--- src/hdl/eer_pkg.sv ---
`timescale 1ns / 1ps
// Shared constants, types and the exponential lookup table of the epidemic event-rate block.
// Depends on nothing; every other file of the block uses it by scoped names.
package eer_pkg;

  // Exponential table: depth must be a power of two between 16 and 4096
  localparam int unsigned ExpTableDepth = 256;
  localparam int unsigned ExpIdxW       = $clog2(ExpTableDepth);
  // Table covers x in [0, 16) as Q.24, i.e. the low 28 bits of the dose
  localparam int unsigned ExpRangeW     = 28;
  localparam int unsigned StepShift     = ExpRangeW - ExpIdxW;
  localparam longint unsigned StepQ24   = (64'd16 << 24) / ExpTableDepth;

  // Emigration rate, unsigned Q8.24
  localparam logic [31:0] EmigrationRateQ24 = 32'd16777;

  // Datapath widths
  localparam int unsigned CfgW     = 32;
  localparam int unsigned CfgIdxW  = 3;
  localparam int unsigned TagW     = 10;
  localparam int unsigned CountW   = 16;
  localparam int unsigned LoadW    = 24;
  localparam int unsigned DoseW    = CfgW + LoadW;
  localparam int unsigned ExpW     = 31;
  localparam int unsigned DeltaW   = 30;
  localparam int unsigned EnvW     = 32;
  localparam int unsigned DirectW  = CfgW + CountW;
  localparam int unsigned TotalW   = DirectW + 1;
  localparam int unsigned RateW    = 48;
  localparam int unsigned NumStages = 6;

  localparam logic [ExpW-1:0]  OneQ30  = 31'h4000_0000;
  localparam logic [RateW-1:0] RateMax = '1;

  // Configuration register indexes
  typedef enum logic [CfgIdxW-1:0] {
    RegContact   = 3'd0,
    RegEnv       = 3'd1,
    RegDose      = 3'd2,
    RegRecovery  = 3'd3,
    RegBaseMort  = 3'd4,
    RegDisMort   = 3'd5,
    RegShedding  = 3'd6,
    RegDecay     = 3'd7
  } cfg_reg_e;

  // Table entry: exp(-k*step) in Q.30 and the drop to the next entry
  typedef logic [ExpW+DeltaW-1:0] exp_entry_t;
  typedef exp_entry_t exp_tab_t [ExpTableDepth];

  // Pipeline control: per-stage load enables and valid bits
  typedef struct packed {
    logic [NumStages-1:0] en;
    logic [NumStages-1:0] vld;
  } pipe_ctl_t;

  // Unsigned shift-and-subtract quotient, evaluated while the table is built
  function automatic longint unsigned const_udiv(longint unsigned num, longint unsigned den);
    longint unsigned quo;
    longint unsigned rem;
    quo = '0;
    rem = '0;
    for (int b = 63; b >= 0; b--) begin
      rem = {rem[62:0], num[b]};
      if (rem >= den) begin
        rem    = rem - den;
        quo[b] = 1'b1;
      end
    end
    return quo;
  endfunction

  // Build the table: Taylor series for exp(-step), then repeated rounded products
  function automatic exp_tab_t exp_table_build();
    exp_tab_t tab;
    longint unsigned s30;
    longint unsigned term;
    longint unsigned ratio;
    longint unsigned cur;
    longint unsigned nxt;
    longint unsigned dlt;
    longint sum;
    s30  = StepQ24 << 6;
    term = 64'd1 << 30;
    sum  = longint'(64'd1 << 30);
    for (int n = 1; n <= 24; n++) begin
      term = const_udiv(term * s30, 64'(n) << 30);
      if ((n & 1) != 0) begin
        sum = sum - longint'(term);
      end else begin
        sum = sum + longint'(term);
      end
    end
    ratio = (sum < 0) ? 64'd0 : longint'(sum);
    cur   = 64'd1 << 30;
    for (int k = 0; k < int'(ExpTableDepth); k++) begin
      nxt    = (cur * ratio + (64'd1 << 29)) >> 30;
      dlt    = cur - nxt;
      tab[k] = {cur[ExpW-1:0], dlt[DeltaW-1:0]};
      cur    = nxt;
    end
    return tab;
  endfunction

  localparam exp_tab_t ExpTable = exp_table_build();

endpackage

--- src/hdl/eer_pipe_ctrl.sv ---
`timescale 1ns / 1ps
// Valid bits and per-stage load enables of the rate pipeline.
// Depends on eer_pkg (stage count, pipe_ctl_t).
module eer_pipe_ctrl (
  input  logic               clk_i,
  input  logic               rst_ni,
  input  logic               in_valid_i,
  input  logic               out_ready_i,
  output logic               in_ready_o,
  output eer_pkg::pipe_ctl_t ctl_o
);

  logic [eer_pkg::NumStages-1:0] en;
  logic [eer_pkg::NumStages-1:0] vld_q;
  logic [eer_pkg::NumStages-1:0] vld_d;

  // A stage loads when it is empty or its item moves on
  always_comb begin
    en[eer_pkg::NumStages-1] = !vld_q[eer_pkg::NumStages-1] || out_ready_i;
    for (int k = eer_pkg::NumStages - 2; k >= 0; k--) begin
      en[k] = !vld_q[k] || en[k+1];
    end
  end

  // Advance valid bits with the data
  always_comb begin
    vld_d = vld_q;
    if (en[0]) begin
      vld_d[0] = in_valid_i;
    end
    for (int k = 1; k < int'(eer_pkg::NumStages); k++) begin
      if (en[k]) begin
        vld_d[k] = vld_q[k-1];
      end
    end
  end

  always_ff @(posedge clk_i or negedge rst_ni) begin
    if (!rst_ni) begin
      vld_q <= '0;
    end else begin
      vld_q <= vld_d;
    end
  end

  assign in_ready_o = en[0];
  assign ctl_o.en   = en;
  assign ctl_o.vld  = vld_q;

endmodule

--- config.mk ---
export PLATFORM = sky130hd
export DESIGN_NAME = eer_pipe_ctrl
export DESIGN_NICKNAME = d
export VERILOG_FILES = /design/src/hdl/eer_pkg.sv /design/src/hdl/eer_pipe_ctrl.sv
export SDC_FILE = /design/constraint.sdc
export NUM_CORES = 1
export LEC_CHECK = 0
export ABC_AREA = 1
export BUFFER_PORTS_ARGS = -buffer_cell sky130_fd_sc_hd__buf_2
export CAP_MARGIN = 25
export CORE_AREA = 2 2 39 41
export DETAILED_ROUTE_END_ITERATION = 8
export DIE_AREA = 0 0 41 43
export PLACE_DENSITY_LB_ADDON = 0.1
export SYNTH_ARGS = -nofsm -noshare
export SYNTH_HDL_FRONTEND = slang
export SYNTH_SLANG_ARGS = --single-unit
--- constraint.sdc ---
create_clock -name clk_i -period 1.7 [get_ports clk_i]
set_input_delay 0.085 -clock clk_i [delete_from_list [all_inputs] [get_ports clk_i]]
set_output_delay 0.085 -clock clk_i [all_outputs]
set_load 0.01 [all_outputs]
==> impl_metrics.json, run 1 <==
{
  "outcome": "finished clean",
  "timing.fmax_ghz": 0.7978,
  "r2r_end": "vld_q[3]",
  "grt_max_degree": 7,
  "registers.top_by_ff_count": "vld_q",
  "required_ns": 1.62,
  "die_area_mm2": 0.001763,
  "synth_area_leaders": "dfrtp_1 (51%), nand4_4 (7.3%), nor2_8 (6.8%), nand2_2 (6.4%), nand3_4 (6.0%)",
  "cts_buffers": 3,
  "antenna_found_initial": 0,
  "numPortBuffers": 16,
  "ant_nets": 0,
  "syn_avg_cell_area_um2": 11.26,
  "dp.cells": 57,
  "rows": 14,
  "finalClockSkew_ns": 0.005040,
  "synth_nets": 30,
  "path_clk_slew_ns": 0.04,
  "cts.htree.levels": 1,
  "vias": 235,
  "crit_fanout": 5,
  "yosysWarnings": 0,
  "drc_errors": 0,
  "top_regs": "vld_q x6",
  "total_power_uw": 447.9,
  "cts_setup_buffers": 0,
  "die_w_um": 41,
  "finalHoldViolCount": 0,
  "insertion_delay_ns": 0.24,
  "cts.sinks": 6,
  "ff2ff_path_depth": 3,
  "crit_arrival_ns": 1.17,
  "slew_violations": 0,
  "finalCritPeriodShare_pct": 73.73,
  "timing.final.crit_period_ns": 1.253,
  "initial_core_util_pct": 21.16,
  "cts-root-buf": "clkbuf_4",
  "synth.top_cell.area_share_pct": 51.28,
  "routedWlPerCell_um": 9.164,
  "worstHoldPathType": "in -> reg",
  "p_leak_uw": 0.0002130,
  "critPathBufInv": 1,
  "detailed_place_hpwl_um": 470.6,
  "timing_worst_setup_path_type": "reg -> out",
  "synth_most_common_cell": "dfrtp_1",
  "rsz0062_at_grt": "no",
  "synth_edf_count": 0,
  "end_kind": "output port",
  "synthCells": 26,
  "core-area_mm2": 0.001384,
  "slowest_delay_ns": 0.40,
  "crit_chain": "nand3_4 -> nor2_8 -> nand4_4 -> buf_2",
  "tns_ns": 0,
  "reg2reg_slack_ns": 0.80,
  "powerDensity_mw_per_mm2": 1072,
  "ys_seq_area_share_pct": 51.28,
  "grt_pass1_vias": 203,
  "drive_above_1_share_pct": 64.44,
  "initialDrtViolationCount": 2,
  "gp_congestion": 0.5660,
  "min_path_cells": 3,
  "areaGrowthSynthToFinish_pct": 42.74,
  "ir_drop_uv": 372.3,
  "synth_area_um2": 292.8,
  "relSlewSlack_pct": 84.75,
  "cp_slowest_cell": "dfrtp_1",
  "synth-async-reset-ratio_pct": 100.0,
  "overflow": 0,
  "yosys_register_bits": 6,
  "maxCapViolCount": 0,
  "synth_cell_type_count": 11,
  "synth_top_area_cell": "dfrtp_1",
  "grt_use_total_pct": 7.972,
  "synth_commonest_cells": "dfrtp_1 (6), inv_1 (4), nand2_1 (4)",
  "cp-start-kind": "flop",
  "largest_reg_flops": 6,
  "dr.pass1.iters": 3,
  "wirelength_um": 559,
  "setup_viol": 0,
  "grt_first_pass_wirelength_um": 869,
  "fin_nets": 51,
  "cts_tree": "done",
  "synthFlopType": "dfrtp_1",
  "worstMarginPinSlew_ns": 0.2287,
  "path_delay_family": "flip-flops",
  "viasPerCell": 3.852,
  "ios": 17,
  "hold_start": "in_valid_i",
  "stdcell_count": 61,
  "cts_max_path_buffers": 2,
  "die_h_um": 43,
  "insertedDiodeCount": 0,
  "holdPathEnd": "vld_q[0]",
  "r2r-start": "vld_q[5]"
}
worst reg2reg max path: stages (launching register included):
cell     delay (ns)
dfrtp_1        0.41
nand3_4        0.13
nor2_8         0.06
or2_1          0.20
metrics by stage:
step | cell area, um2 | hold slack [ns] | utilization (%) | setup WS, ns
2_1_floorplan | 292.8 | -0.2106 | - | 0.6109
3_3_place_gp | 385.4 | -0.08194 | 27.85 | 0.7035
3_5_place_dp | 385.4 | -0.07938 | 27.85 | 0.6767
4_1_cts | 417.9 | 0.03060 | 30.20 | 0.4122
5_1_grt | 417.9 | 0.03725 | 30.20 | 0.3450
6_report | 417.9 | 0.03786 | 30.20 | 0.4466
layout by cell type (no fill, tap or decap), drive strengths merged:
master	synthesis	layout
buf	1	16
nand2	7	7
inv	7	7
dfrtp	6	6
clkbuf	0	3
nand3	2	2
nor2	1	1
nand4	1	1
or2	1	1
dlygate4sd3	0	1
metal layers:
| metal | vias to the layer above | part of all wire (%) | GRT usage, % |
|---|---|---|---|
| met4 | 0 | 0 | 8.000 |
| met3 | 0 | 14 | 3.141 |
| li1 | 117 | - | - |
| met1 | 104 | 43 | 9.150 |
| met2 | 14 | 43 | 10.31 |
| met5 | - | 0 | 0 |
where the power goes:
group	switching, uW	internal, uW
sequential	25.5	162
combinational	76.0	55.7
clock	48.8	79.7
total	150	298
how the worst max path moves through the flow:
stage | from | cells past startpoint | end
3_3_place_gp | vld_q[4] | 4 | ctl_o[6]
5_1_grt | vld_q[5] | 4 | ctl_o[6]
3_5_place_dp | vld_q[5] | 4 | ctl_o[6]
2_1_floorplan | vld_q[5] | 4 | ctl_o[6]
6_report | vld_q[5] | 4 | ctl_o[6]
4_1_cts | vld_q[5] | 4 | ctl_o[6]
timing repair:
action | CTS | global route
hold endpoints to repair | 6 | 0
endpoints found under the setup margin | 0 | 0
gates resized for setup | 0 | 0
hold buffers | 1 | 0
cells by family (layout without fill, tap and decap cells):
kind of cell / count (synthesis) / in the layout / synth area share (%)
buffers and inverters: 8 / 27 / 11.54
flip-flops: 6 / 6 / 51.28
AND/OR/NAND/NOR: 12 / 12 / 37.18
layout make-up:
cell class	instances	area [um2]
fillers	143	965.9
flip-flops and latches	6	150.1
multi-input cells	12	108.9
repair buffers	17	90.09
inverters	7	26.28
clock buffers	3	22.52
well taps	16	20.02
Note: power is estimated with default switching activity, not from simulation.
==> inputs of run 2 (changes only) <==
==> constraint.sdc (replaced) <==
create_clock -name clk_i -period 1.2 [get_ports clk_i]
set_input_delay 0.06 -clock clk_i [delete_from_list [all_inputs] [get_ports clk_i]]
set_output_delay 0.06 -clock clk_i [all_outputs]
set_load 0.01 [all_outputs]
==> run 2 against run 1 <==
  * The run now ends with setup timing left
  * Non-clock buffer count rose by 4
  * Worst setup slack got worse by 0.46 ns
  * Register-to-register slack got worse by 0.56 ns
  * Sequential cell count did not move
  * Routed wire length rose by 13%
  * Largest cell class unchanged
  * Largest power group unchanged
==> impl_metrics.json, run 2 (synthesized netlist as in run 1, its figures left out) <==
{
  "drc_errors": 0,
  "cts-root-buf": "clkbuf_4",
  "timing_worst_setup_path_type": "reg -> out",
  "ir_drop_uv": 389.3,
  "finalClockSkew_ns": 0.0003377,
  "rows": 14,
  "antenna_found_initial": 0,
  "ant_nets": 0,
  "routedWlPerCell_um": 9.677,
  "relSlewSlack_pct": 83.80,
  "cp_slowest_cell": "dfrtp_1",
  "timing.final.crit_period_ns": 1.210,
  "initialDrtViolationCount": 3,
  "overflow": 0,
  "vias": 249,
  "gp_congestion": 0.5895,
  "crit_fanout": 5,
  "areaGrowthSynthToFinish_pct": 57.26,
  "worstHoldPathType": "in -> reg",
  "crit_chain": "nand3_4 -> nor2_8 -> nand4_4 -> buf_2",
  "violations": "setup timing",
  "cts.sinks": 6,
  "cp-start-kind": "flop",
  "fin_nets": 55,
  "placed_cell_area_um2": 385.4,
  "final_common_cell": "buf_2",
  "registers.top_by_ff_count": "vld_q",
  "required_ns": 1.14,
  "core-area_mm2": 0.001384,
  "cts_buffers": 3,
  "setup_viol": 2,
  "critPathBufInv": 1,
  "ios": 17,
  "finalHoldViolCount": 0,
  "wirelength_um": 629,
  "largest_reg_flops": 6,
  "path_clk_slew_ns": 0.04,
  "p_leak_uw": 0.0002370,
  "die_area_mm2": 0.001763,
  "insertion_delay_ns": 0.24,
  "initial_core_util_pct": 21.16,
  "grt_pass1_vias": 226,
  "grt_first_pass_wirelength_mm": 1.055,
  "powerDensity_mw_per_mm2": 1474,
  "insertedDiodeCount": 0,
  "crit_arrival_ns": 1.15,
  "detailed_place_hpwl_um": 507.6,
  "cts_tree": "done",
  "dr.pass1.iters": 2,
  "grt_use_total_pct": 9.879,
  "die_h_um": 43,
  "layout_setup_ws_ns": -0.009938,
  "slew_violations": 0,
  "top_regs": "vld_q x6",
  "grt_max_degree": 7,
  "cts.htree.levels": 1,
  "slowest_delay_ns": 0.38,
  "utilization_pct": 33.27,
  "viasPerCell": 3.831,
  "drive_above_1_share_pct": 67.35,
  "timing.fmax_ghz": 0.8265,
  "die_w_um": 41,
  "worstMarginPinSlew_ns": 0.2430,
  "outcome": "finished with violations",
  "maxCapViolCount": 0,
  "rsz0062_at_grt": "yes",
  "end_kind": "output port",
  "stdcell_area_um2": 460.4,
  "cts_max_path_buffers": 2,
  "numPortBuffers": 16,
  "layout_common_cells": "buf_2 (14), dfrtp_1 (6), nand2_1 (4), inv_1 (4), buf_4 (4)",
  "finalCritPeriodShare_pct": 100.8,
  "path_delay_family": "flip-flops"
}
-- run 2: metal layers --
metal  vias to the layer above  GRT usage [%]  part of all wire [%]
li1                        123              -                     -
met1                       110          9.772                    37
met2                        14          13.75                    49
met3                         2          4.712                    12
met4                         0          10.00                   1.6
met5                         -              0                     0
-- run 2: path summary, 6_finish.rpt --
check,depth (start not counted),start,end,slack [ns]
min,3,in_valid_i,vld_q[0],0.007
max in group asynchronous,2,rst_ni,vld_q[0],0.89
min reg2reg,2,vld_q[3],vld_q[4],0.53
max reg2reg,5,vld_q[4],vld_q[2],0.24
max,4,vld_q[4],ctl_o[6],-0.01
min in group asynchronous,2,rst_ni,vld_q[4],0.17
-- run 2: metrics by stage --
step	instances	TNS [ns]	power (uW)	hold WS [ns]	setup slack, ns
after CTS	64	-0.08606	683.3	0.0002598	-0.03560
after detailed placement	57	0	461.3	-0.1067	0.2114
final	65	-0.01664	678.8	0.007095	-0.009938
after floorplan	26	0	385.5	-0.2356	0.1359
after global routing	65	-0.3000	744.5	0.01826	-0.1035
after global placement	57	0	457.4	-0.1060	0.2391
-- run 2: area by class of cell --
type / instances / area (um2)
repair buffers: 21 / 132.6
well taps: 16 / 20.02
flip-flops and latches: 6 / 150.1
multi-input cells: 12 / 108.9
clock buffers: 3 / 22.52
fillers: 153 / 923.4
inverters: 7 / 26.28
-- run 2: report_power, final --
group	switching [uW]	total, uW	internal, uW
clock	71.1	184	113
sequential	36.0	266	230
combinational	117	229	112
-- run 2: worst reg2reg max path, stage by stage (launching register included) --
cell and delay (ns):
dfrtp_1 0.38, nand3_4 0.12, nor2_8 0.15, nand2_2 0.08, buf_4 0.13, nand2_1 0.05
-- run 2: timing repair --
action / CTS / global route
endpoints found under the hold margin: 6 / 0
pin swaps: 0 / 0
hold buffers: 1 / 0
endpoints found under the setup margin: 3 / 4
buffers inserted: 3 / 1
gates resized for setup: 1 / 1
==> inputs of run 3 (changes only) <==
--- a/config.mk
+++ b/config.mk
@@ -5,7 +5,6 @@
 export SDC_FILE = /design/constraint.sdc
 export NUM_CORES = 1
 export LEC_CHECK = 0
-export ABC_AREA = 1
 export BUFFER_PORTS_ARGS = -buffer_cell sky130_fd_sc_hd__buf_2
 export CAP_MARGIN = 25
 export CORE_AREA = 2 2 39 41
==> run 3 against run 2 <==
  * The run still ends with setup timing left
  * Non-clock buffer count unchanged
  * Hold slack improved by 0.13 ns
  * Routed wire length fell by 4.6%
  * Synthesized cell count decreased by 19%
  * Die area unchanged
  * Area after synthesis decreased by 12%
  * First-iteration DRC count up 130%
==> impl_metrics.json, run 3 <==
{
  "numPortBuffers": 16,
  "timing.fmax_ghz": 0.7993,
  "rows": 14,
  "top_regs": "vld_q x6",
  "synth-async-reset-ratio_pct": 100.0,
  "violations": "setup timing",
  "layout_setup_ws_ns": -0.05113,
  "stdcell_count": 59,
  "registers.top_by_ff_count": "vld_q",
  "cts.sinks": 6,
  "synth.top_cell.area_share_pct": 58.54,
  "viasPerCell": 4.068,
  "die_w_um": 41,
  "utilization_pct": 30.02,
  "yosys_register_bits": 6,
  "ant_nets": 0,
  "drc_errors": 0,
  "n_fill_cell": 156,
  "finalHoldViolCount": 0,
  "rsz0062_at_grt": "yes",
  "overflow": 0,
  "synth_edf_count": 0,
  "synth_top_area_cell": "dfrtp_1",
  "powerDensity_mw_per_mm2": 1495,
  "detailed_place_hpwl_um": 435.8,
  "cts-root-buf": "clkbuf_4",
  "grt_first_pass_wirelength_um": 883,
  "maxCapViolCount": 0,
  "fin_nets": 49,
  "end_kind": "output port",
  "relSlewSlack_pct": 83.59,
  "synth_most_common_cell": "dfrtp_1",
  "timing.final.crit_period_ns": 1.251,
  "die_area_mm2": 0.001763,
  "dp.cells": 51,
  "required_ns": 1.14,
  "dr.pass1.iters": 2,
  "layout_common_cells": "buf_2 (15), dfrtp_1 (6), nand2b_1 (3), clkbuf_4 (3), buf_4 (3)",
  "grt_pass1_vias": 228,
  "insertedDiodeCount": 0,
  "grt_use_total_pct": 8.258,
  "wirelength_um": 600,
  "synth_cell_type_count": 14,
  "synthFlopType": "dfrtp_1",
  "finalClockSkew_ns": 0.001316,
  "cts.htree.levels": 1,
  "insertion_delay_ns": 0.24,
  "outcome": "finished with violations",
  "cts_buffers": 3,
  "largest_reg_flops": 6,
  "total_power_uw": 621.2,
  "timing_worst_setup_path_type": "reg -> out",
  "synth_area_leaders": "dfrtp_1 (59%), nand2b_1 (7.3%), buf_6 (4.4%), a41o_1 (3.9%), and4b_1 (3.9%)",
  "vias": 240,
  "crit_arrival_ns": 1.19,
  "grt_max_degree": 9,
  "die_h_um": 43,
  "setup_viol": 2,
  "ios": 17,
  "gp_congestion": 0.5422,
  "tns_ns": -0.1007,
  "slew_violations": 0,
  "synth_commonest_cells": "dfrtp_1 (6), nand2b_1 (3)",
  "areaGrowthSynthToFinish_pct": 61.95,
  "drive_above_1_share_pct": 55.81,
  "worstHoldPathType": "in -> reg",
  "cts_tree": "done",
  "initialDrtViolationCount": 7,
  "p_leak_uw": 0.0001922,
  "synthCells": 21,
  "antenna_found_initial": 0,
  "initial_core_util_pct": 18.54,
  "cts_max_path_buffers": 2,
  "routedWlPerCell_um": 10.17,
  "path_clk_slew_ns": 0.04,
  "ys_seq_area_share_pct": 58.54,
  "ir_drop_uv": 532.1,
  "final_common_cell": "buf_2",
  "finalCritPeriodShare_pct": 104.3,
  "cp-start-kind": "flop",
  "worstMarginPinSlew_ns": 0.2462,
  "synth_nets": 25,
  "core-area_mm2": 0.001384,
  "synth_area_um2": 256.5,
  "syn_avg_cell_area_um2": 12.21,
  "yosysWarnings": 0,
  "crit_fanout": 7
}
-- run 3: final cells by class --
| cell class | instances | area, um2 | area share (%) |
|---|---|---|---|
| sequential | 6 | 150.1 | 36.14 |
| tap | 16 | 20.02 | 4.819 |
| timing repair buffer | 21 | 128.9 | 31.02 |
| clock buffer | 3 | 22.52 | 5.422 |
| inverter | 1 | 3.754 | 0.9036 |
| multi-input combinational | 12 | 90.09 | 21.69 |
-- run 3: cells by family (layout without fill, tap and decap cells) --
family | after synthesis | after routing | share of synthesized area, %
and+or+nand+nor | 9 | 9 | 22.44
buffers and inverters | 3 | 25 | 8.780
DFF | 6 | 6 | 58.54
AOI/OAI and AO/OA | 3 | 3 | 10.25
-- run 3: power by group --
part	internal [uW]	total, uW	switching [uW]
clock network	113	183	69.9
registers	230	260	29.8
logic	92.6	179	86.0
-- run 3: through the flow --
step	cell area, um2	setup slack, ns	hold WS [ns]
global route	415.4	-0.1365	0.1392
floorplan	256.5	0.04633	-0.2356
detailed placement	337.8	0.09979	-0.1084
CTS	415.4	-0.08303	0.1188
finish	415.4	-0.05113	0.1346
global placement	337.8	0.1329	-0.1069
-- run 3: critical path, stage by stage, from the launching register on --
cell     delay, ns
dfrtp_1       0.35
and4b_2       0.31
nand4_1       0.12
buf_2         0.17
-- run 3: worst paths after layout --
path	startpoint	to	slack [ns]	cells past startpoint
worst max-delay path	vld_q[3]	in_ready_o	-0.05	3
worst min-delay path	out_ready_i	vld_q[4]	0.13	3
worst max register to register	vld_q[5]	vld_q[0]	0.06	3
worst min register to register	vld_q[3]	vld_q[4]	0.49	1
max in group asynchronous	rst_ni	vld_q[0]	0.87	2
min in group asynchronous	rst_ni	vld_q[4]	0.19	2
-- run 3: timing repair --
item | in CTS | in global routing
endpoints found under the hold margin | 7 | 0
hold buffers | 2 | 0
pin swaps | 3 | 1
setup endpoints to repair | 5 | 6
buffers inserted | 3 | 0
resized for setup | 3 | 0
-- run 3: layer usage --
metal,vias to the layer above,GRT usage [%],wire length [um]
met4,0,8.000,8
met5,-,0,0
met2,12,9.688,256
met1,108,9.740,268
li1,118,-,-
met3,2,4.712,67
